==> src/design/gmtp_pkg.sv <==
// Shared types and constants for the grid map text parser.
// No dependencies; the parser, result queue, top-level and test files import this package.
package gmtp_pkg;

    localparam int DEF_MAX_COLS     = 256;
    localparam int DEF_MAX_ROWS     = 256;
    localparam int DEF_OWNER_DIGITS = 2;

    localparam int CHAR_W  = 8;
    localparam int PID_W   = 7;
    localparam int COORD_W = 9;

    localparam int RES_DEPTH = 4;
    localparam int RES_PTR_W = $clog2(RES_DEPTH);
    localparam int RES_CNT_W = $clog2(RES_DEPTH + 1);

    localparam logic [CHAR_W-1:0] CH_NUL   = 8'h00;
    localparam logic [CHAR_W-1:0] CH_TAB   = 8'h09;
    localparam logic [CHAR_W-1:0] CH_NL    = 8'h0A;
    localparam logic [CHAR_W-1:0] CH_SPACE = 8'h20;
    localparam logic [CHAR_W-1:0] CH_DOT   = 8'h2E;
    localparam logic [CHAR_W-1:0] CH_ZERO  = 8'h30;
    localparam logic [CHAR_W-1:0] CH_NINE  = 8'h39;

    typedef enum logic [1:0] {
        KIND_OBJECT   = 2'd0,
        KIND_SIZE     = 2'd1,
        KIND_MISMATCH = 2'd2,
        KIND_OVERFLOW = 2'd3
    } t_kind;

    typedef struct packed {
        logic [CHAR_W-1:0] map_char;
        logic              end_of_map;
    } t_in_item;

    typedef struct packed {
        t_kind              kind;
        logic [CHAR_W-1:0]  object_char;
        logic [PID_W-1:0]   player_id;
        logic [COORD_W-1:0] column;
        logic [COORD_W-1:0] row;
        logic [COORD_W-1:0] expected_columns;
        logic               last_of_run;
    } t_out_item;

    // Results produced by one byte: count is 0, 1 or 2.
    typedef struct packed {
        logic [1:0] count;
        t_out_item  item0;
        t_out_item  item1;
    } t_push;

    function automatic t_push push_add(t_push p, t_out_item x);
        t_push q;
        q = p;
        if (p.count == 2'd0) begin
            q.item0 = x;
        end else begin
            q.item1 = x;
        end
        q.count = p.count + 2'd1;
        return q;
    endfunction

endpackage

==> src/design/gmtp_stream_if.sv <==
// Valid/ready stream interface used for the byte input and result output.
// The payload type is set at instantiation (gmtp_pkg structs).
interface gmtp_stream_if #(
    parameter type T = logic
);
    logic valid;
    logic ready;
    T     data;

    modport source(output valid, output data, input ready);
    modport sink(input valid, input data, output ready);
endinterface

==> src/design/gmtp_parse.sv <==
// Parser state and combinational step logic: one accepted byte in, up to two results out.
// Depends on gmtp_pkg.
module gmtp_parse #(
    parameter int MAX_COLS     = gmtp_pkg::DEF_MAX_COLS,
    parameter int MAX_ROWS     = gmtp_pkg::DEF_MAX_ROWS,
    parameter int OWNER_DIGITS = gmtp_pkg::DEF_OWNER_DIGITS
) (
    input  logic               i_clk,
    input  logic               i_rst_n,
    input  logic               i_take,
    input  gmtp_pkg::t_in_item i_item,
    output gmtp_pkg::t_push    o_push
);
    import gmtp_pkg::*;

    localparam int CW = $clog2(MAX_COLS + 2);
    localparam int RW = $clog2(MAX_ROWS + 2);
    localparam int OW = $clog2(10 ** OWNER_DIGITS);
    localparam int DW = $clog2(OWNER_DIGITS + 1);
    localparam logic [CW-1:0] ColMax = CW'(MAX_COLS);
    localparam logic [RW-1:0] RowMax = RW'(MAX_ROWS);
    localparam logic [DW-1:0] DigMax = DW'(OWNER_DIGITS);

    logic              r_reading_owner, n_reading_owner;
    logic [CHAR_W-1:0] r_held_char, n_held_char;
    logic [DW-1:0]     r_owner_digits, n_owner_digits;
    logic [OW-1:0]     r_owner_value, n_owner_value;
    logic [CW-1:0]     r_col, n_col;
    logic [RW-1:0]     r_row, n_row;
    logic [CW-1:0]     r_first, n_first;
    logic              r_last_nl, n_last_nl;
    logic              r_halted, n_halted;

    logic [CHAR_W-1:0] w_char;
    logic              w_place_ovf;
    logic [CW-1:0]     w_col_inc;
    logic [CW-1:0]     w_col_end;
    logic [CW-1:0]     w_col_dot;
    logic [RW-1:0]     w_row_inc;
    logic [RW-1:0]     w_height;
    logic [OW-1:0]     w_owner_acc;
    t_out_item         w_place_res;
    t_push             w_push;

    function automatic t_out_item mk(t_kind k, logic [CHAR_W-1:0] ch, logic [OW-1:0] pid,
                                     logic [CW-1:0] col, logic [RW-1:0] row,
                                     logic [CW-1:0] expc);
        t_out_item r;
        r.kind             = k;
        r.object_char      = ch;
        r.player_id        = PID_W'(pid);
        r.column           = COORD_W'(col);
        r.row              = COORD_W'(row);
        r.expected_columns = COORD_W'(expc);
        r.last_of_run      = 1'b0;
        return r;
    endfunction

    assign w_char      = i_item.map_char;
    assign w_place_ovf = (r_col >= ColMax) || (r_row >= RowMax);
    assign w_col_inc   = r_col + CW'(1);
    // column after a pending object is closed
    assign w_col_end   = r_reading_owner ? w_col_inc : r_col;
    assign w_col_dot   = w_col_end + CW'(1);
    assign w_row_inc   = r_row + RW'(1);
    assign w_height    = r_row + RW'(!r_last_nl);
    assign w_owner_acc = OW'(r_owner_value * OW'(10)) + OW'(w_char - CH_ZERO);
    assign w_place_res = w_place_ovf
        ? mk(KIND_OVERFLOW, '0, '0, r_col, r_row, '0)
        : mk(KIND_OBJECT, r_held_char, r_owner_value, r_col, r_row, '0);

    always_comb begin
        n_reading_owner = r_reading_owner;
        n_held_char     = r_held_char;
        n_owner_digits  = r_owner_digits;
        n_owner_value   = r_owner_value;
        n_col           = r_col;
        n_row           = r_row;
        n_first         = r_first;
        n_last_nl       = r_last_nl;
        n_halted        = r_halted;
        w_push          = '0;

        if (i_take && i_item.end_of_map) begin
            if (!r_halted) begin
                if (r_reading_owner) begin
                    w_push = push_add(w_push, w_place_res);
                end
                if (!(r_reading_owner && w_place_ovf)) begin
                    if (w_height > RowMax) begin
                        w_push = push_add(w_push,
                            mk(KIND_OVERFLOW, '0, '0, r_first, w_height, '0));
                    end else begin
                        w_push = push_add(w_push,
                            mk(KIND_SIZE, '0, '0, r_first, w_height, '0));
                    end
                end
            end
            n_reading_owner = 1'b0;
            n_held_char     = '0;
            n_owner_digits  = '0;
            n_owner_value   = '0;
            n_col           = '0;
            n_row           = '0;
            n_first         = '0;
            n_last_nl       = 1'b1;
            n_halted        = 1'b0;
        end else if (i_take && !r_halted) begin
            case (w_char)
                CH_NUL: begin
                    n_halted = 1'b1;
                end
                CH_NL: begin
                    if (r_reading_owner) begin
                        n_reading_owner = 1'b0;
                        w_push = push_add(w_push, w_place_res);
                    end
                    if (r_reading_owner && w_place_ovf) begin
                        n_halted = 1'b1;
                    end else if (r_row != '0 && r_first != w_col_end) begin
                        w_push = push_add(w_push,
                            mk(KIND_MISMATCH, '0, '0, w_col_end, r_row, r_first));
                        n_halted = 1'b1;
                    end else if (w_row_inc > RowMax) begin
                        w_push = push_add(w_push,
                            mk(KIND_OVERFLOW, '0, '0, w_col_end, w_row_inc, '0));
                        n_halted = 1'b1;
                    end else begin
                        if (r_row == '0) begin
                            n_first = w_col_end;
                        end
                        n_row     = w_row_inc;
                        n_col     = '0;
                        n_last_nl = 1'b1;
                    end
                end
                CH_SPACE, CH_TAB: begin
                    if (r_reading_owner) begin
                        n_reading_owner = 1'b0;
                        w_push = push_add(w_push, w_place_res);
                        if (w_place_ovf) begin
                            n_halted = 1'b1;
                        end else begin
                            n_col = w_col_inc;
                        end
                    end
                end
                CH_DOT: begin
                    if (r_reading_owner) begin
                        n_reading_owner = 1'b0;
                        w_push = push_add(w_push, w_place_res);
                    end
                    if (r_reading_owner && w_place_ovf) begin
                        n_halted = 1'b1;
                    end else if (w_col_dot > ColMax) begin
                        w_push = push_add(w_push,
                            mk(KIND_OVERFLOW, '0, '0, w_col_dot, r_row, '0));
                        n_halted = 1'b1;
                    end else begin
                        n_col     = w_col_dot;
                        n_last_nl = 1'b0;
                    end
                end
                default: begin
                    if (r_reading_owner && (w_char inside {[CH_ZERO:CH_NINE]})) begin
                        if (r_owner_digits < DigMax) begin
                            n_owner_value  = w_owner_acc;
                            n_owner_digits = r_owner_digits + DW'(1);
                        end
                        n_last_nl = 1'b0;
                    end else if (r_reading_owner && w_place_ovf) begin
                        w_push          = push_add(w_push, w_place_res);
                        n_reading_owner = 1'b0;
                        n_halted        = 1'b1;
                    end else begin
                        if (r_reading_owner) begin
                            w_push = push_add(w_push, w_place_res);
                            n_col  = w_col_inc;
                        end
                        n_held_char     = w_char;
                        n_reading_owner = 1'b1;
                        n_owner_digits  = '0;
                        n_owner_value   = '0;
                        n_last_nl       = 1'b0;
                    end
                end
            endcase
        end

        w_push.item0.last_of_run = (w_push.count == 2'd1);
        w_push.item1.last_of_run = (w_push.count == 2'd2);
    end

    always_ff @(posedge i_clk) begin
        if (!i_rst_n) begin
            r_reading_owner <= 1'b0;
            r_held_char     <= '0;
            r_owner_digits  <= '0;
            r_owner_value   <= '0;
            r_col           <= '0;
            r_row           <= '0;
            r_first         <= '0;
            r_last_nl       <= 1'b1;
            r_halted        <= 1'b0;
        end else begin
            r_reading_owner <= n_reading_owner;
            r_held_char     <= n_held_char;
            r_owner_digits  <= n_owner_digits;
            r_owner_value   <= n_owner_value;
            r_col           <= n_col;
            r_row           <= n_row;
            r_first         <= n_first;
            r_last_nl       <= n_last_nl;
            r_halted        <= n_halted;
        end
    end

    assign o_push = w_push;

endmodule

==> src/design/gmtp_res_fifo.sv <==
// Result queue: takes up to two results per cycle, delivers one per transaction.
// Depends on gmtp_pkg.
module gmtp_res_fifo (
    input  logic                i_clk,
    input  logic                i_rst_n,
    input  gmtp_pkg::t_push     i_push,
    input  logic                i_pop,
    output logic                o_valid,
    output gmtp_pkg::t_out_item o_item,
    output logic                o_room
);
    import gmtp_pkg::*;

    t_out_item              r_slot [RES_DEPTH];
    logic [RES_PTR_W-1:0]   r_head;
    logic [RES_CNT_W-1:0]   r_count;
    logic [RES_PTR_W-1:0]   w_tail0;
    logic [RES_PTR_W-1:0]   w_tail1;

    assign w_tail0 = r_head + r_count[RES_PTR_W-1:0];
    assign w_tail1 = w_tail0 + RES_PTR_W'(1);
    assign o_valid = (r_count != '0);
    assign o_item  = r_slot[r_head];
    assign o_room  = (r_count <= RES_CNT_W'(RES_DEPTH - 2));

    always_ff @(posedge i_clk) begin
        if (!i_rst_n) begin
            r_head  <= '0;
            r_count <= '0;
        end else begin
            if (i_pop) begin
                r_head <= r_head + RES_PTR_W'(1);
            end
            r_count <= r_count + RES_CNT_W'(i_push.count) - RES_CNT_W'(i_pop);
        end
    end

    always_ff @(posedge i_clk) begin
        if (i_push.count != 2'd0) begin
            r_slot[w_tail0] <= i_push.item0;
        end
        if (i_push.count == 2'd2) begin
            r_slot[w_tail1] <= i_push.item1;
        end
    end

endmodule

==> src/design/grid_map_text_parser_top.sv <==
// Grid map text parser, top level: byte stream in, object/size/error results out.
// Depends on gmtp_pkg, gmtp_stream_if, gmtp_parse and gmtp_res_fifo.
//
// Takes one map byte per cycle while the result queue has room. Each byte is parsed in
// the cycle it is accepted and yields zero, one or two results, which enter a four-entry
// result queue; the input is ready whenever the queue has two free entries. The output
// port delivers one result per transaction, so a byte giving two results (end marker
// closing a pending object, or a newline or dot closing an object and then failing the
// row check or a size limit) gives two output transactions.
// There is no clearing pass after reset.
module grid_map_text_parser_top #(
    parameter int MAX_COLS     = gmtp_pkg::DEF_MAX_COLS,
    parameter int MAX_ROWS     = gmtp_pkg::DEF_MAX_ROWS,
    parameter int OWNER_DIGITS = gmtp_pkg::DEF_OWNER_DIGITS
) (
    input logic           i_clk,
    input logic           i_rst_n,
    gmtp_stream_if.sink   i_in,
    gmtp_stream_if.source o_out
);
    import gmtp_pkg::*;

    t_in_item  w_item;
    t_push     w_push;
    t_out_item w_res;
    logic      w_room;
    logic      w_take;
    logic      w_res_valid;

    assign w_item      = i_in.data;
    assign i_in.ready  = w_room;
    assign w_take      = i_in.valid && w_room;
    assign o_out.valid = w_res_valid;
    assign o_out.data  = w_res;

    gmtp_parse #(
        .MAX_COLS    (MAX_COLS),
        .MAX_ROWS    (MAX_ROWS),
        .OWNER_DIGITS(OWNER_DIGITS)
    ) u_parse (
        .i_clk  (i_clk),
        .i_rst_n(i_rst_n),
        .i_take (w_take),
        .i_item (w_item),
        .o_push (w_push)
    );

    gmtp_res_fifo u_res_fifo (
        .i_clk  (i_clk),
        .i_rst_n(i_rst_n),
        .i_push (w_push),
        .i_pop  (w_res_valid && o_out.ready),
        .o_valid(w_res_valid),
        .o_item (w_res),
        .o_room (w_room)
    );

endmodule

==> src/flat_wrapper.sv <==
// flat-port wrapper written by rule: the top's interface ports become plain ports
module grid_map_text_parser_top_flat import gmtp_pkg::*;
#(
    parameter int MAX_COLS     = gmtp_pkg::DEF_MAX_COLS,
    parameter int MAX_ROWS     = gmtp_pkg::DEF_MAX_ROWS,
    parameter int OWNER_DIGITS = gmtp_pkg::DEF_OWNER_DIGITS
)
  (i_clk, i_rst_n, i_in_valid, i_in_data, i_in_ready, o_out_valid, o_out_data, o_out_ready);
  gmtp_stream_if #(.T(t_in_item)) i_in_i ();
  gmtp_stream_if #(.T(t_out_item)) o_out_i ();
  input logic i_clk;
  input logic i_rst_n;
  input wire logic [$bits(i_in_i.valid)-1:0] i_in_valid;
  input wire logic [$bits(i_in_i.data)-1:0] i_in_data;
  output wire logic [$bits(i_in_i.ready)-1:0] i_in_ready;
  output wire logic [$bits(o_out_i.valid)-1:0] o_out_valid;
  output wire logic [$bits(o_out_i.data)-1:0] o_out_data;
  input wire logic [$bits(o_out_i.ready)-1:0] o_out_ready;
  assign i_in_i.valid = i_in_valid;
  assign i_in_i.data = i_in_data;
  assign i_in_ready = i_in_i.ready;
  assign o_out_valid = o_out_i.valid;
  assign o_out_data = o_out_i.data;
  assign o_out_i.ready = o_out_ready;
  grid_map_text_parser_top #(.MAX_COLS(MAX_COLS), .MAX_ROWS(MAX_ROWS), .OWNER_DIGITS(OWNER_DIGITS)) u_core (.i_clk(i_clk), .i_rst_n(i_rst_n), .i_in(i_in_i), .o_out(o_out_i));
endmodule
==> config.mk <==
export PLATFORM = sky130hd
export DESIGN_NAME = grid_map_text_parser_top_flat
export DESIGN_NICKNAME = d
export VERILOG_FILES = /design/src/design/gmtp_pkg.sv /design/src/design/gmtp_stream_if.sv /design/src/design/gmtp_parse.sv /design/src/design/gmtp_res_fifo.sv /design/src/design/grid_map_text_parser_top.sv /design/src/flat_wrapper.sv
export SDC_FILE = /design/constraint.sdc
export NUM_CORES = 1
export LEC_CHECK = 0
export ABC_AREA = 1
export BUFFER_PORTS_ARGS = -buffer_cell sky130_fd_sc_hd__buf_2
export CORE_MARGIN = 2
export CORE_UTILIZATION = 55
export DETAILED_ROUTE_END_ITERATION = 12
export HOLD_SLACK_MARGIN = 0.12
export PLACE_DENSITY = 0.81
export SYNTH_ARGS = -nofsm -noshare
export SYNTH_HDL_FRONTEND = slang
export SYNTH_HIERARCHICAL = 1
export SYNTH_SLANG_ARGS = --single-unit
==> constraint.sdc <==
create_clock -name i_clk -period 11.6 [get_ports i_clk]
set_input_delay 2.32 -clock i_clk [delete_from_list [all_inputs] [get_ports i_clk]]
set_output_delay 2.32 -clock i_clk [all_outputs]
set_load 0.005 [all_outputs]
# Word-level counts from Yosys, hierarchy flattened
# Memories as Yosys holds them, arrays and structs flattened. A register that Yosys moved wholly into a read port is not among the register bits.
# Cells that the tools add are included.
[totals]
register_bits = 52
mem_bits_rw = 180
out_inout_bits = 47
wordCells = 178
mem_count = 1
[classes]
n_addsub = 15
mul = 1
n_lt_le_gt_ge = 9
n_eq_ne = 23
n_mux = 77
bitwise_logic = 8
n_reduce_logical = 33
[memory_table]
columns = ["name", "depth", "width", "read_ports", "rd_clocked_by_memory_dff", "wr", "line_no", "source"]
rows = [
  ["u_core.u_res_fifo.r_slot", 4, 45, 1, 1, 2, "gmtp_res_fifo.sv:14", "t_out_item r_slot [RES_DEPTH];"],
]
[op_table]
columns = ["op", "count"]
rows = [
  ["92-bit two-way mux", 19],
  ["45-bit two-way mux", 11],
  ["92-bit case mux with 4 select lines", 1],
  ["91-bit two-way mux", 1],
  ["9-bit two-way mux", 10],
  ["90-bit two-way mux", 1],
  ["9-bit case mux with 4 select lines", 1],
  ["9-bit by 1-bit adder with 9-bit output, second input constant", 3],
  ["9-bit > comparator, second input constant", 3],
  ["1-bit two-way mux", 22],
  ["7-bit two-way mux", 3],
  ["9-bit greater-or-equal comparator, second input constant", 2],
  ["2-bit inequality test, second input constant", 9],
  ["8-bit by 4-bit == test with 1-bit output, second input constant", 2],
  ["8-bit by 6-bit == test with 1-bit output, second input constant", 2],
  ["2-bit by 1-bit adder with 2-bit output, second input constant", 6],
  ["11-bit AND reduction", 1],
  ["2-bit two-way mux", 5],
  ["9-bit by 1-bit adder with 9-bit output", 1],
  ["9-bit logical NOT", 1],
  ["9-bit inequality test", 1],
  ["9-bit nonzero test", 1],
  ["8-bit by 6-bit greater-or-equal comparator with 1-bit output, second input constant", 1],
  ["8-bit by 6-bit less-or-equal comparator with 1-bit output, second input constant", 1],
  ["38 further kinds", 58],
]

# Longest topological paths before layout
# Gate-level depths: netlist of the first run.
[depth]
word_depth = 18
mapped_depth = 30
mapped_depth_nobuf = 29

# By module
# The synthesis of the first run kept the hierarchy.
[by_module_without_submodules]
columns = ["mod", "n_inst", "cells_per_inst", "area_each_um2"]
rows = [
  ["gmtp_res_fifo", 1, 1089, 9814.4],
  ["gmtp_parse", 1, 1022, 5974.5],
  ["grid_map_text_parser_top", 1, 4, 15.0],
]

# Worst setup path after synthesis of the first run
# No wires, ideal clock.
[synth_timing]
path_type = "input to register"
startpoint = "in i_in_data[8]"
endpoint = "mem u_core/u_res_fifo/r_slot[3][0] in the netlist's numbering (enable)"
setup_ns = 0.510
t_arrival_ns = 6.968
required_time_ns = 11.090
path_slack_ns = 4.122
stages = 15
path_cell_list = "nor2_2 -> nand3_1 -> or2_1 -> nand2_2 -> inv_2 -> buf_4 -> nor2_1 -> nor2_1 -> nand2_1 -> a21oi_1 -> nand2_1 -> a21oi_2 -> inv_1 -> nor2_1 -> o21ai_0"
[synth_rtl]
columns = ["item", "line_no", "source"]
rows = [
  ["from (decl)", "flat_wrapper.sv:14", "input wire logic [$bits(i_in_i.data)-1:0] i_in_data;"],
  ["to (decl)", "gmtp_res_fifo.sv:14", ""],
]

==> flow_metrics.env, run 1 <==
export IMPL_run_status="finished, final reports clean"
export IMPL_top_usage_layer="met2"
export IMPL_cts_resized=0
export IMPL_place_congestion=1.00
export IMPL_crit_required_ns=11.75
export IMPL_place_area_sq_mm=0.0159
export IMPL_grt_use_met2=0.514
export IMPL_dieWidth_um=174
export IMPL_fp_dieH_um=174
export IMPL_period_minus_slack_ns=8.00
export IMPL_crit_chain="buf_2, nor2_2, nand3_1, or2_1, nand2_2, inv_2, nand2_4, nor2_2, buf_4, nor2_2, nand4_1, nand3_2, inv_2, nor2_4, buf_4, nand3_4, o21ai_4, buf_4"
export IMPL_post_cts_buffers=0
export IMPL_fin_skew_ns=0.0232
export IMPL_area_growth_synth_to_final_pct=5.19
export IMPL_crit_arrival_ns=8.15
export IMPL_synth_most_common_cell="nand2_1"
export IMPL_cts_root_buf="clkbuf_16"
export IMPL_cts_tree="yes"
export IMPL_syn_inst=2115
export IMPL_clockBufferDepth=3
export IMPL_route_detailed_drc=0
export IMPL_syn_area_per_cell_sq_um=7.47
export IMPL_finalHoldViolCount=0
export IMPL_finalWirelength_um=48100
export IMPL_critPathKind="in2reg"
export IMPL_drt_first_pass_iters=6
export IMPL_portBuffers=59
export IMPL_diodes=0
export IMPL_layout_drive_gt1_share=0.104
export IMPL_synth_cell_area_sq_mm=0.0158
export IMPL_synth_top_area_cell="edfxtp_1"
export IMPL_ios=60
export IMPL_fin_crit_sh=0.689
export IMPL_grt_pass1_vias=14000
export IMPL_stdcell_count=2491
export IMPL_cts_clk_slew_worst_paths_ns=0.06
export IMPL_setup_viol=0
export IMPL_grt_overflow=0
export IMPL_ys_ff_latch=234
export IMPL_hold_slack_ns=0.455
export IMPL_leakage_nw=7.01
export IMPL_ant_nets=0
export IMPL_r2r_cells=26
export IMPL_synth_top_cells_by_area="edfxtp_1 34%, nand2_1 17%, dfxtp_1 6.8%"
export IMPL_grt_pass1_wl_um=75800
export IMPL_fp_dieArea_sq_mm=0.0301
export IMPL_clkSinkCount=234
export IMPL_antenna_found_initial=0
export IMPL_clk_latency_ns=0.54
export IMPL_synth_top_area_frac=0.342
export IMPL_place_inst=2448
export IMPL_power_density_mw_per_mm2=165
export IMPL_place_detailed_hpwl_um=32300
export IMPL_min_from="u_core/u_parse/r_last_nl$_SDFFE_PP1P_"
export IMPL_critical_path_slowest_cell="nor2_4"
export IMPL_slew_headroom=0.156
export IMPL_start_util=0.555
export IMPL_cap_violations=0
export IMPL_vias=14900
export IMPL_p_switching_mw=1.07
export IMPL_cp_top_family="simple AND/OR/NAND/NOR gates"
export IMPL_core_sq_mm=0.0285
export IMPL_hold_end="u_core/u_parse/r_last_nl$_SDFFE_PP1P_"
export IMPL_hold_buffers=0
export IMPL_drt_initial_drc_count=2193
export IMPL_grt_max_degree=92
export IMPL_design_area_sq_mm=0.0166
export IMPL_hold_depth=2
export IMPL_synthFlopType="edfxtp_1"
export IMPL_reg2reg_from="u_core/u_parse/r_reading_owner$_SDFFE_PP0P_"
export IMPL_holdCritPathClass="reg2reg"
export IMPL_nNetsFinal=2138
export IMPL_p_comb_frac=0.334
export IMPL_reg2reg_to="u_core/u_res_fifo/r_slot[1][5]$_DFFE_PP_"
export IMPL_postSynth_asyncResetShare=0
export IMPL_h_tree_depth=1
export IMPL_synth_enable_flop_cells=180
export IMPL_seqPwrFrac=0.399
export IMPL_netSwitchingFraction=0.389
export IMPL_use_met1=0.425
export IMPL_worst_slew_pin_slew_ns=1.26
export IMPL_cp_num_buf_inv=6
export IMPL_rsz0062_at_grt="false"
export IMPL_yosys_top_cells_count="726 x nand2_1, 180 x edfxtp_1, 177 x nor2_1, 177 x o21ai_0, 122 x inv_1"
export IMPL_wl_per_cell_um=19.3
export IMPL_viasPerCell=6.00
export IMPL_irDropWorstVdd_mv=0.130
export IMPL_slowest_delay_ns=0.74
export IMPL_fmax_ghz=0.125
export IMPL_total_power_mw=2.74
export IMPL_crit_fanout=57
export IMPL_rows=62
export IMPL_gr_usage_met3=0.0471
export IMPL_yosysWarnings=6
export IMPL_numCtsBuffers=25
export IMPL_slew_violations=0
export IMPL_yosysSeqAreaShare=0.410
export IMPL_p_clk_frac=0.267
export IMPL_track_usage=0.313
export IMPL_startpoint_type="input port"
export IMPL_end_kind="flip-flop"
export IMPL_setup_tns_final_ns=0
export IMPL_r2r_slack_ns=4.27
export IMPL_cell_internal_pwr_mw=1.67
export IMPL_ys_types=53
[worst max path at each step]
stage            startpoint                                        end  slack (ns)  cells past startpoint
2_1_floorplan  i_in_data[8]   u_core/u_res_fifo/r_slot[3][0]$_DFFE_PP_        4.12                     15
3_3_place_gp   i_in_data[8]  u_core/u_res_fifo/r_slot[1][13]$_DFFE_PP_        3.50                     18
3_5_place_dp   i_in_data[8]  u_core/u_res_fifo/r_slot[1][12]$_DFFE_PP_        3.28                     18
4_1_cts        i_in_data[8]  u_core/u_res_fifo/r_slot[1][23]$_DFFE_PP_        3.81                     18
5_1_grt        i_in_data[8]   u_core/u_res_fifo/r_slot[1][5]$_DFFE_PP_        3.36                     18
6_report       i_in_data[8]   u_core/u_res_fifo/r_slot[1][5]$_DFFE_PP_        3.60                     18
[area by class of cell]
type | count | area, sq um
Clock buffer | 30 | 644
Timing Repair Buffer | 78 | 438
Fill cell | 2616 | 11800
Clock inverter | 13 | 85.1
Sequential cell | 234 | 6490
Inverter | 141 | 529
Tap cell | 384 | 480
Multi-Input combinational cell | 1611 | 7960
[state kept, by name, indices dropped and copies added, names as in the netlist, named ones only]
signal / flops
u_core/u_parse/r_row: 9
u_core/u_res_fifo/r_head: 2
u_core/u_res_fifo/r_slot: 180
u_core/u_parse/r_owner_digits: 2
u_core/u_parse/r_halted: 1
u_core/u_parse/r_owner_value: 7
u_core/u_parse/r_reading_owner: 1
u_core/u_parse/r_held_char: 8
u_core/u_parse/r_last_nl: 1
u_core/u_res_fifo/r_count: 3
u_core/u_parse/r_col: 9
u_core/u_parse/r_first: 9
[placed cells by master, fill, tap and decap left out, types with 25 or more instances in the layout]
cell type,netlist,routed
nand4_1,106,106
nand2_1,726,726
dfxtp_1,54,52
nand3_1,85,85
nor2_1,177,177
o21ai_0,177,173
buf_2,37,59
o22ai_1,47,47
edfxtp_1,180,180
clkbuf_16,0,25
a21oi_1,70,70
inv_1,122,122
ha_1,31,31
[worst register-to-register path: cells and delay by family (launching register included)]
family,cells,cell delay (ns)
DFF,1,0.71
adders and majority gates,2,0.48
buffers and inverters,7,2.19
AOI/OAI and AO/OA,4,0.84
and+or+nand+nor,13,2.71
[power groups by stage]
stage | sequential, mW | combinational [mW] | clock, mW
final | 1.09 | 0.914 | 0.732
after CTS | 1.09 | 0.899 | 0.736
after floorplan | 1.09 | 0.666 | 0
after global routing | 1.10 | 0.988 | 0.769
after global placement | 1.10 | 0.874 | 0
after detailed placement | 1.11 | 0.895 | 0
[routing by layer]
| metal | part of all wire | vias to the layer above |
|---|---|---|
| li1 | - | 7045 |
| met1 | 0.40 | 6965 |
| met2 | 0.47 | 806 |
| met3 | 0.10 | 119 |
| met4 | 0.032 | 0 |
| met5 | 0 | - |
[metrics by stage]
stage	util	setup WS, ns
2_1_floorplan	-	4.12
3_3_place_gp	0.558	3.50
3_5_place_dp	0.558	3.28
4_1_cts	0.584	3.81
5_1_grt	0.584	3.36
6_report	0.584	3.60
[cell families after synthesis]
| logic type | synth area share |
|---|---|
| other | 0.000237 |
| XOR/XNOR | 0.0122 |
| AND/OR/NAND/NOR | 0.342 |
| buffers and inverters | 0.0925 |
| AO/OA/AOI/OAI | 0.115 |
| adder cells (fa/ha/maj) | 0.0283 |
| flip-flops | 0.410 |
Note: power is estimated with default switching activity, not from simulation.
==> inputs of run 2 (changes only) <==
--- a/config.mk
+++ b/config.mk
@@ -5,7 +5,7 @@
 export SDC_FILE = /design/constraint.sdc
 export NUM_CORES = 1
 export LEC_CHECK = 0
-export ABC_AREA = 1
+export ABC_AREA = 0
 export BUFFER_PORTS_ARGS = -buffer_cell sky130_fd_sc_hd__buf_2
 export CORE_MARGIN = 2
 export CORE_UTILIZATION = 55
==> constraint.sdc (replaced) <==
create_clock -name i_clk -period 7.48 [get_ports i_clk]
set_input_delay 1.496 -clock i_clk [delete_from_list [all_inputs] [get_ports i_clk]]
set_output_delay 1.496 -clock i_clk [all_outputs]
set_load 0.005 [all_outputs]
==> run 2 against run 1 <==
First-iteration DRC count shrank 39%; core utilization grew 1.5 points; die area shrank 6.3%; sequential cell count is the same; global-route usage shrank 3.7 points; setup slack lost 1.7 ns; cell count shrank 33%; area after synthesis shrank 6.5%; clock skew shrank 0.013 ns; wire length shrank 18%; clock-buffer cell count grew 6; sequential power grew 59%; largest cell class unchanged.
==> flow_metrics.env, run 2 <==
export IMPL_synth_most_common_cell="edfxtp_1"
export IMPL_startpoint_type="flip-flop"
export IMPL_yosys_top_cells_count="180 x edfxtp_1, 140 x mux2_2, 100 x nand2_1"
export IMPL_netSwitchingFraction=0.297
export IMPL_area_growth_synth_to_final_pct=8.02
export IMPL_period_minus_slack_ns=5.56
export IMPL_rsz0062_at_grt="false"
export IMPL_drt_initial_drc_count=1333
export IMPL_r2r_slack_ns=1.92
export IMPL_synth_top_cells_by_area="edfxtp_1 37%, mux2_2 11%, dfxtp_1 7.3%"
export IMPL_p_clk_frac=0.297
export IMPL_fp_dieH_um=168
export IMPL_crit_fanout=28
export IMPL_leakage_nw=5.99
export IMPL_cap_violations=0
export IMPL_crit_chain="mux2i_1, inv_1, ha_1, o21ai_0, nor3_1, and2_1, o311ai_2, ha_1, a21oi_1, nand3_1, a21oi_1, a21oi_1, nor2b_1, and3b_2, a21o_2, buf_4"
export IMPL_clockBufferDepth=3
export IMPL_yosysSeqAreaShare=0.439
export IMPL_syn_inst=1301
export IMPL_layout_drive_gt1_share=0.271
export IMPL_postSynth_asyncResetShare=0
export IMPL_rows=60
export IMPL_post_cts_buffers=0
export IMPL_crit_required_ns=7.67
export IMPL_finalHoldViolCount=0
export IMPL_crit_arrival_ns=5.75
export IMPL_r2r_cells=16
export IMPL_yosysWarnings=6
export IMPL_grt_overflow=0
export IMPL_num_fill_cells=2113
export IMPL_synth_enable_flop_cells=180
export IMPL_finalWirelength_um=39300
export IMPL_worst_slew_pin_slew_ns=1.15
export IMPL_yosys_area_share_adder=0.0303
export IMPL_wl_per_cell_um=23.4
export IMPL_layout_commonest_cell="edfxtp_1"
export IMPL_place_congestion=1.01
export IMPL_stdcell_count=1679
export IMPL_p_switching_mw=1.15
export IMPL_synth_simple_area_share=0.124
export IMPL_core_sq_mm=0.0267
export IMPL_antenna_found_initial=0
export IMPL_critical_path_slowest_cell="dfxtp_1"
export IMPL_ys_types=82
export IMPL_fin_skew_ns=0.00994
export IMPL_portBuffers=59
export IMPL_path_common_cell="a21oi_1"
export IMPL_track_usage=0.276
export IMPL_numCtsBuffers=24
export IMPL_synth_top_area_cell="edfxtp_1"
export IMPL_slew_headroom=0.232
export IMPL_yosys_mux_area_fraction=0.224
export IMPL_critPathKind="reg2reg"
export IMPL_synth_compound_area_frac=0.106
export IMPL_nNetsFinal=1367
export IMPL_synth_top_area_frac=0.366
export IMPL_place_detailed_hpwl_um=26500
export IMPL_top_register="u_core/u_res_fifo/r_slot"
export IMPL_grt_pass1_wl_um=61200
export IMPL_route_detailed_drc=0
export IMPL_cts_clk_slew_worst_paths_ns=0.07
export IMPL_diodes=0
export IMPL_fp_dieArea_sq_mm=0.0282
export IMPL_fin_crit_sh=0.743
export IMPL_power_density_mw_per_mm2=242
export IMPL_hold_buffers=0
export IMPL_place_inst=1635
export IMPL_synth_cell_area_sq_mm=0.0148
export IMPL_hold_depth=2
export IMPL_synth_top_family_by_area="multiplexers"
export IMPL_dieWidth_um=168
export IMPL_h_tree_depth=1
export IMPL_clkSinkCount=234
export IMPL_run_status="finished, final reports clean"
export IMPL_grt_max_degree=46
export IMPL_cell_internal_pwr_mw=2.72
export IMPL_slew_violations=0
export IMPL_cts_tree="yes"
export IMPL_p_comb_frac=0.255
export IMPL_synth_xor_area_frac=0.0320
export IMPL_cts_root_buf="clkbuf_16"
export IMPL_drt_first_pass_iters=6
export IMPL_syn_area_per_cell_sq_um=11.4
export IMPL_fmax_ghz=0.180
export IMPL_mostFrequentLayoutCells="180 x edfxtp_1, 140 x mux2_2, 100 x nand2_1"
export IMPL_holdCritPathClass="reg2reg"
export IMPL_grt_pass1_vias=10800
export IMPL_slowest_delay_ns=0.78
export IMPL_cts_resized=0
export IMPL_start_util=0.555
export IMPL_ys_ff_latch=234
export IMPL_irDropWorstVdd_mv=0.155
export IMPL_setup_tns_final_ns=0
export IMPL_seqPwrFrac=0.448
export IMPL_viasPerCell=6.52
export IMPL_ant_nets=0
export IMPL_vias=10900
export IMPL_end_kind="flip-flop"
export IMPL_largest_reg_flops=180
export IMPL_clk_latency_ns=0.51
export IMPL_ios=60
export IMPL_setup_viol=0
export IMPL_synthFlopType="edfxtp_1"
==> run 2: changes by cell type after synthesis, sizes merged, moves of 28 or more <==
| cell | delta |
|---|---|
| xnor2 | +28 |
| nand4 | -95 |
| and2 | +36 |
| buf | -44 |
| nand2 | -655 |
| mux2 | +180 |
| o22ai | -39 |
| nand3 | -62 |
| inv | -102 |
| mux4 | +45 |
| nor2 | -103 |
| o21ai | -147 |
==> run 2: final timing paths <==
check	startpoint	endpoint
setup reg to reg	u_core/u_parse/r_reading_owner$_SDFFE_PP0P_	u_core/u_res_fifo/r_slot[0][19]$_DFFE_PP_
setup / recovery	u_core/u_parse/r_reading_owner$_SDFFE_PP0P_	u_core/u_res_fifo/r_slot[0][19]$_DFFE_PP_
hold / removal	u_core/u_parse/r_held_char[0]$_SDFFE_PP0P_	u_core/u_parse/r_held_char[0]$_SDFFE_PP0P_
hold reg to reg	u_core/u_parse/r_held_char[0]$_SDFFE_PP0P_	u_core/u_parse/r_held_char[0]$_SDFFE_PP0P_
==> run 2: critical path, delay by kind of cell (launching register included) <==
family                   cells  cell delay, ns
AO/OA/AOI/OAI                6            1.85
AND/OR/NAND/NOR              5            0.96
flip-flops                   1            0.78
adder cells (fa/ha/maj)      2            0.65
buffers and inverters        2            0.54
multiplexers                 1            0.42
==> run 2: cell families (layout without fill, tap and decap cells) <==
kind of cell / count (synthesis) / after routing
AND/OR/NAND/NOR: 373 / 373
multiplexers: 237 / 237
AO/OA/AOI/OAI: 234 / 234
flip-flops: 234 / 234
buffers and inverters: 139 / 162
XOR/XNOR: 49 / 49
adder cells (fa/ha/maj): 34 / 34
other: 1 / 15
==> run 2: routing by layer <==
layer	share of wire	up-vias	track usage
li1	-	4921	-
met1	0.41	5388	0.385
met2	0.46	536	0.438
met3	0.093	97	0.0520
met4	0.030	0	0.0930
met5	0	-	0
==> run 2: power groups by stage <==
stage	Combinational (mW)	Sequential (mW)	Clock, mW
finish	0.986	1.73	1.15
global route	1.05	1.76	1.21
CTS	0.986	1.74	1.16
detailed placement	0.980	1.76	0
global placement	0.973	1.75	0
floorplan	0.715	1.67	0
==> run 2: stage by stage <==
step	hold WS, ns	total power [mW]	instance area, sq um	utilization	setup WS, ns
5_1_grt	0.470	4.02	16000	0.599	1.62
6_report	0.452	3.87	16000	0.599	1.92
4_1_cts	0.453	3.88	16000	0.599	1.99
2_1_floorplan	0.432	2.39	14800	-	0.392
3_3_place_gp	0.438	2.73	15200	0.571	1.83
3_5_place_dp	0.444	2.74	15200	0.571	1.77
==> run 2: layout make-up <==
type,count,area [sq um],share of cell area
clock buffers,36,677,0.0424
clock inverters,8,68.8,0.00431
inverters,39,146,0.00917
multi-input cells,942,7710,0.483
flip-flops and latches,234,6490,0.406
well taps,341,427,0.0267
repair buffers,79,445,0.0279
==> inputs of run 3 (changes only) <==
==> constraint.sdc (replaced) <==
create_clock -name i_clk -period 5.7 [get_ports i_clk]
set_input_delay 1.14 -clock i_clk [delete_from_list [all_inputs] [get_ports i_clk]]
set_output_delay 1.14 -clock i_clk [all_outputs]
set_load 0.005 [all_outputs]
==> run 3 against run 2 <==
Design area is 1.1% higher; clock-buffer cell count is 10 lower; critical path depth is 1 lower; via count is 1.5% higher; sequential share of layout area is 0.44 points lower; cell count is 0.54% higher; global-route usage is 0.63 points higher; largest cell class unchanged.
==> flow_metrics.env, run 3 (same netlist as run 2, synthesis figures left out) <==
export IMPL_run_status="finished, final reports clean"
export IMPL_setup_tns_final_ns=0
export IMPL_clk_latency_ns=0.53
export IMPL_dieWidth_um=168
export IMPL_ant_nets=0
export IMPL_crit_required_ns=5.98
export IMPL_ios=60
export IMPL_cap_violations=0
export IMPL_holdCritPathClass="reg2reg"
export IMPL_nNetsFinal=1378
export IMPL_place_congestion=0.998
export IMPL_clockBufferDepth=3
export IMPL_antenna_found_initial=0
export IMPL_fmax_ghz=0.191
export IMPL_largest_reg_flops=180
export IMPL_diodes=0
export IMPL_grt_pass1_vias=10800
export IMPL_slew_violations=0
export IMPL_slew_headroom=0.291
export IMPL_numCtsBuffers=25
export IMPL_r2r_cells=15
export IMPL_vias=11100
export IMPL_mostFrequentLayoutCells="180 x edfxtp_1, 140 x mux2_2, 100 x nand2_1"
export IMPL_rsz0062_at_grt="false"
export IMPL_stdcell_count=1688
export IMPL_top_register="u_core/u_res_fifo/r_slot"
export IMPL_period_minus_slack_ns=5.24
export IMPL_layout_commonest_cell="edfxtp_1"
export IMPL_route_detailed_drc=0
export IMPL_seqCellArea_sq_mm=0.00649
export IMPL_leakage_nw=6.07
export IMPL_p_switching_mw=1.56
export IMPL_hold_slack_ns=0.453
export IMPL_start_util=0.555
export IMPL_setup_viol=0
export IMPL_num_fill_cells=2065
export IMPL_finalWirelength_um=40300
export IMPL_fin_skew_ns=0.00934
export IMPL_hold_buffers=0
export IMPL_place_detailed_hpwl_um=27000
export IMPL_crit_arrival_ns=5.52
export IMPL_power_density_mw_per_mm2=320
export IMPL_p_comb_frac=0.257
export IMPL_viasPerCell=6.58
export IMPL_irDropWorstVdd_mv=0.228
export IMPL_drt_initial_drc_count=1446
export IMPL_place_inst=1645
export IMPL_finalHoldViolCount=0
export IMPL_layout_drive_gt1_share=0.278
export IMPL_core_sq_mm=0.0267
export IMPL_fp_dieH_um=168
export IMPL_grt_pass1_wl_um=62300
export IMPL_rows=60
export IMPL_clkSinkCount=234
export IMPL_end_kind="flip-flop"
export IMPL_cts_clk_slew_worst_paths_ns=0.07
export IMPL_crit_fanout=45
export IMPL_cell_internal_pwr_mw=3.61
export IMPL_grt_overflow=0
export IMPL_drt_first_pass_iters=6
export IMPL_portBuffers=59
export IMPL_critPathKind="reg2reg"
export IMPL_startpoint_type="flip-flop"
export IMPL_multi_input_area_sq_mm=0.00771
export IMPL_fin_crit_sh=0.919
export IMPL_cts_root_buf="clkbuf_16"
export IMPL_p_clk_frac=0.303
export IMPL_track_usage=0.283
export IMPL_cts_tree="yes"
export IMPL_netSwitchingFraction=0.302
export IMPL_grt_max_degree=46
export IMPL_hold_depth=2
export IMPL_area_growth_synth_to_final_pct=9.22
export IMPL_post_cts_buffers=0
export IMPL_wl_per_cell_um=23.8
export IMPL_fp_dieArea_sq_mm=0.0282
export IMPL_h_tree_depth=1
export IMPL_cts_resized=0
export IMPL_seqPwrFrac=0.440
export IMPL_worst_slew_pin_slew_ns=1.04
-- run 3: layout make-up --
| cell class | instances | share of cell area |
|---|---|---|
| clock buffer | 26 | 0.0390 |
| inverter | 39 | 0.00907 |
| timing repair buffer | 89 | 0.0369 |
| multi-input combinational | 942 | 0.478 |
| sequential | 234 | 0.402 |
| tap | 341 | 0.0264 |
| clock inverter | 17 | 0.00883 |
-- run 3: critical path, stage by stage (launching register included) --
cell,delay (ns)
dfxtp_1,0.77
mux2i_1,0.38
inv_1,0.11
ha_1,0.30
o21ai_0,0.13
nor3_1,0.09
and2_1,0.22
o311ai_2,0.51
ha_1,0.34
a21oi_1,0.12
nand3_1,0.12
a21oi_1,0.16
a21oi_1,0.18
or4_2,0.67
buf_4,0.42
mux2_4,0.42
-- run 3: power groups by stage --
| stage | Sequential, mW | Clock [mW] | Combinational, mW |
|---|---|---|---|
| 3_3_place_gp | 2.30 | 0 | 1.31 |
| 3_5_place_dp | 2.31 | 0 | 1.32 |
| 5_1_grt | 2.31 | 1.65 | 1.42 |
| 2_1_floorplan | 2.19 | 0 | 0.940 |
| 6_report | 2.27 | 1.57 | 1.33 |
| 4_1_cts | 2.28 | 1.58 | 1.33 |
-- run 3: through the flow --
step | power (mW) | area [sq um] | worst slack, ns | util
global placement | 3.61 | 15400 | 0.617 | 0.577
detailed placement | 3.63 | 15400 | 0.594 | 0.577
CTS | 5.20 | 16100 | 0.584 | 0.606
global route | 5.38 | 16100 | 0.121 | 0.606
floorplan | 3.13 | 14800 | 0.101 | -
finish | 5.17 | 16100 | 0.459 | 0.606
-- run 3: path summary, 6_finish.rpt --
path | end | slack, ns | start
setup reg to reg | u_core/u_res_fifo/r_slot[3][27]$_DFFE_PP_ | 0.46 | u_core/u_parse/r_reading_owner$_SDFFE_PP0P_
hold reg to reg | u_core/u_parse/r_held_char[0]$_SDFFE_PP0P_ | 0.45 | u_core/u_parse/r_held_char[0]$_SDFFE_PP0P_
hold / removal | u_core/u_parse/r_held_char[0]$_SDFFE_PP0P_ | 0.45 | u_core/u_parse/r_held_char[0]$_SDFFE_PP0P_
setup / recovery | u_core/u_res_fifo/r_slot[3][27]$_DFFE_PP_ | 0.46 | u_core/u_parse/r_reading_owner$_SDFFE_PP0P_
-- run 3: metal layers --
| metal | track usage | vias up | routed length [um] |
|---|---|---|---|
| li1 | - | 4952 | - |
| met1 | 0.393 | 5461 | 16500 |
| met2 | 0.457 | 592 | 18600 |
| met3 | 0.0496 | 96 | 3950 |
| met4 | 0.0839 | 0 | 1160 |
| met5 | 0 | - | 0 |
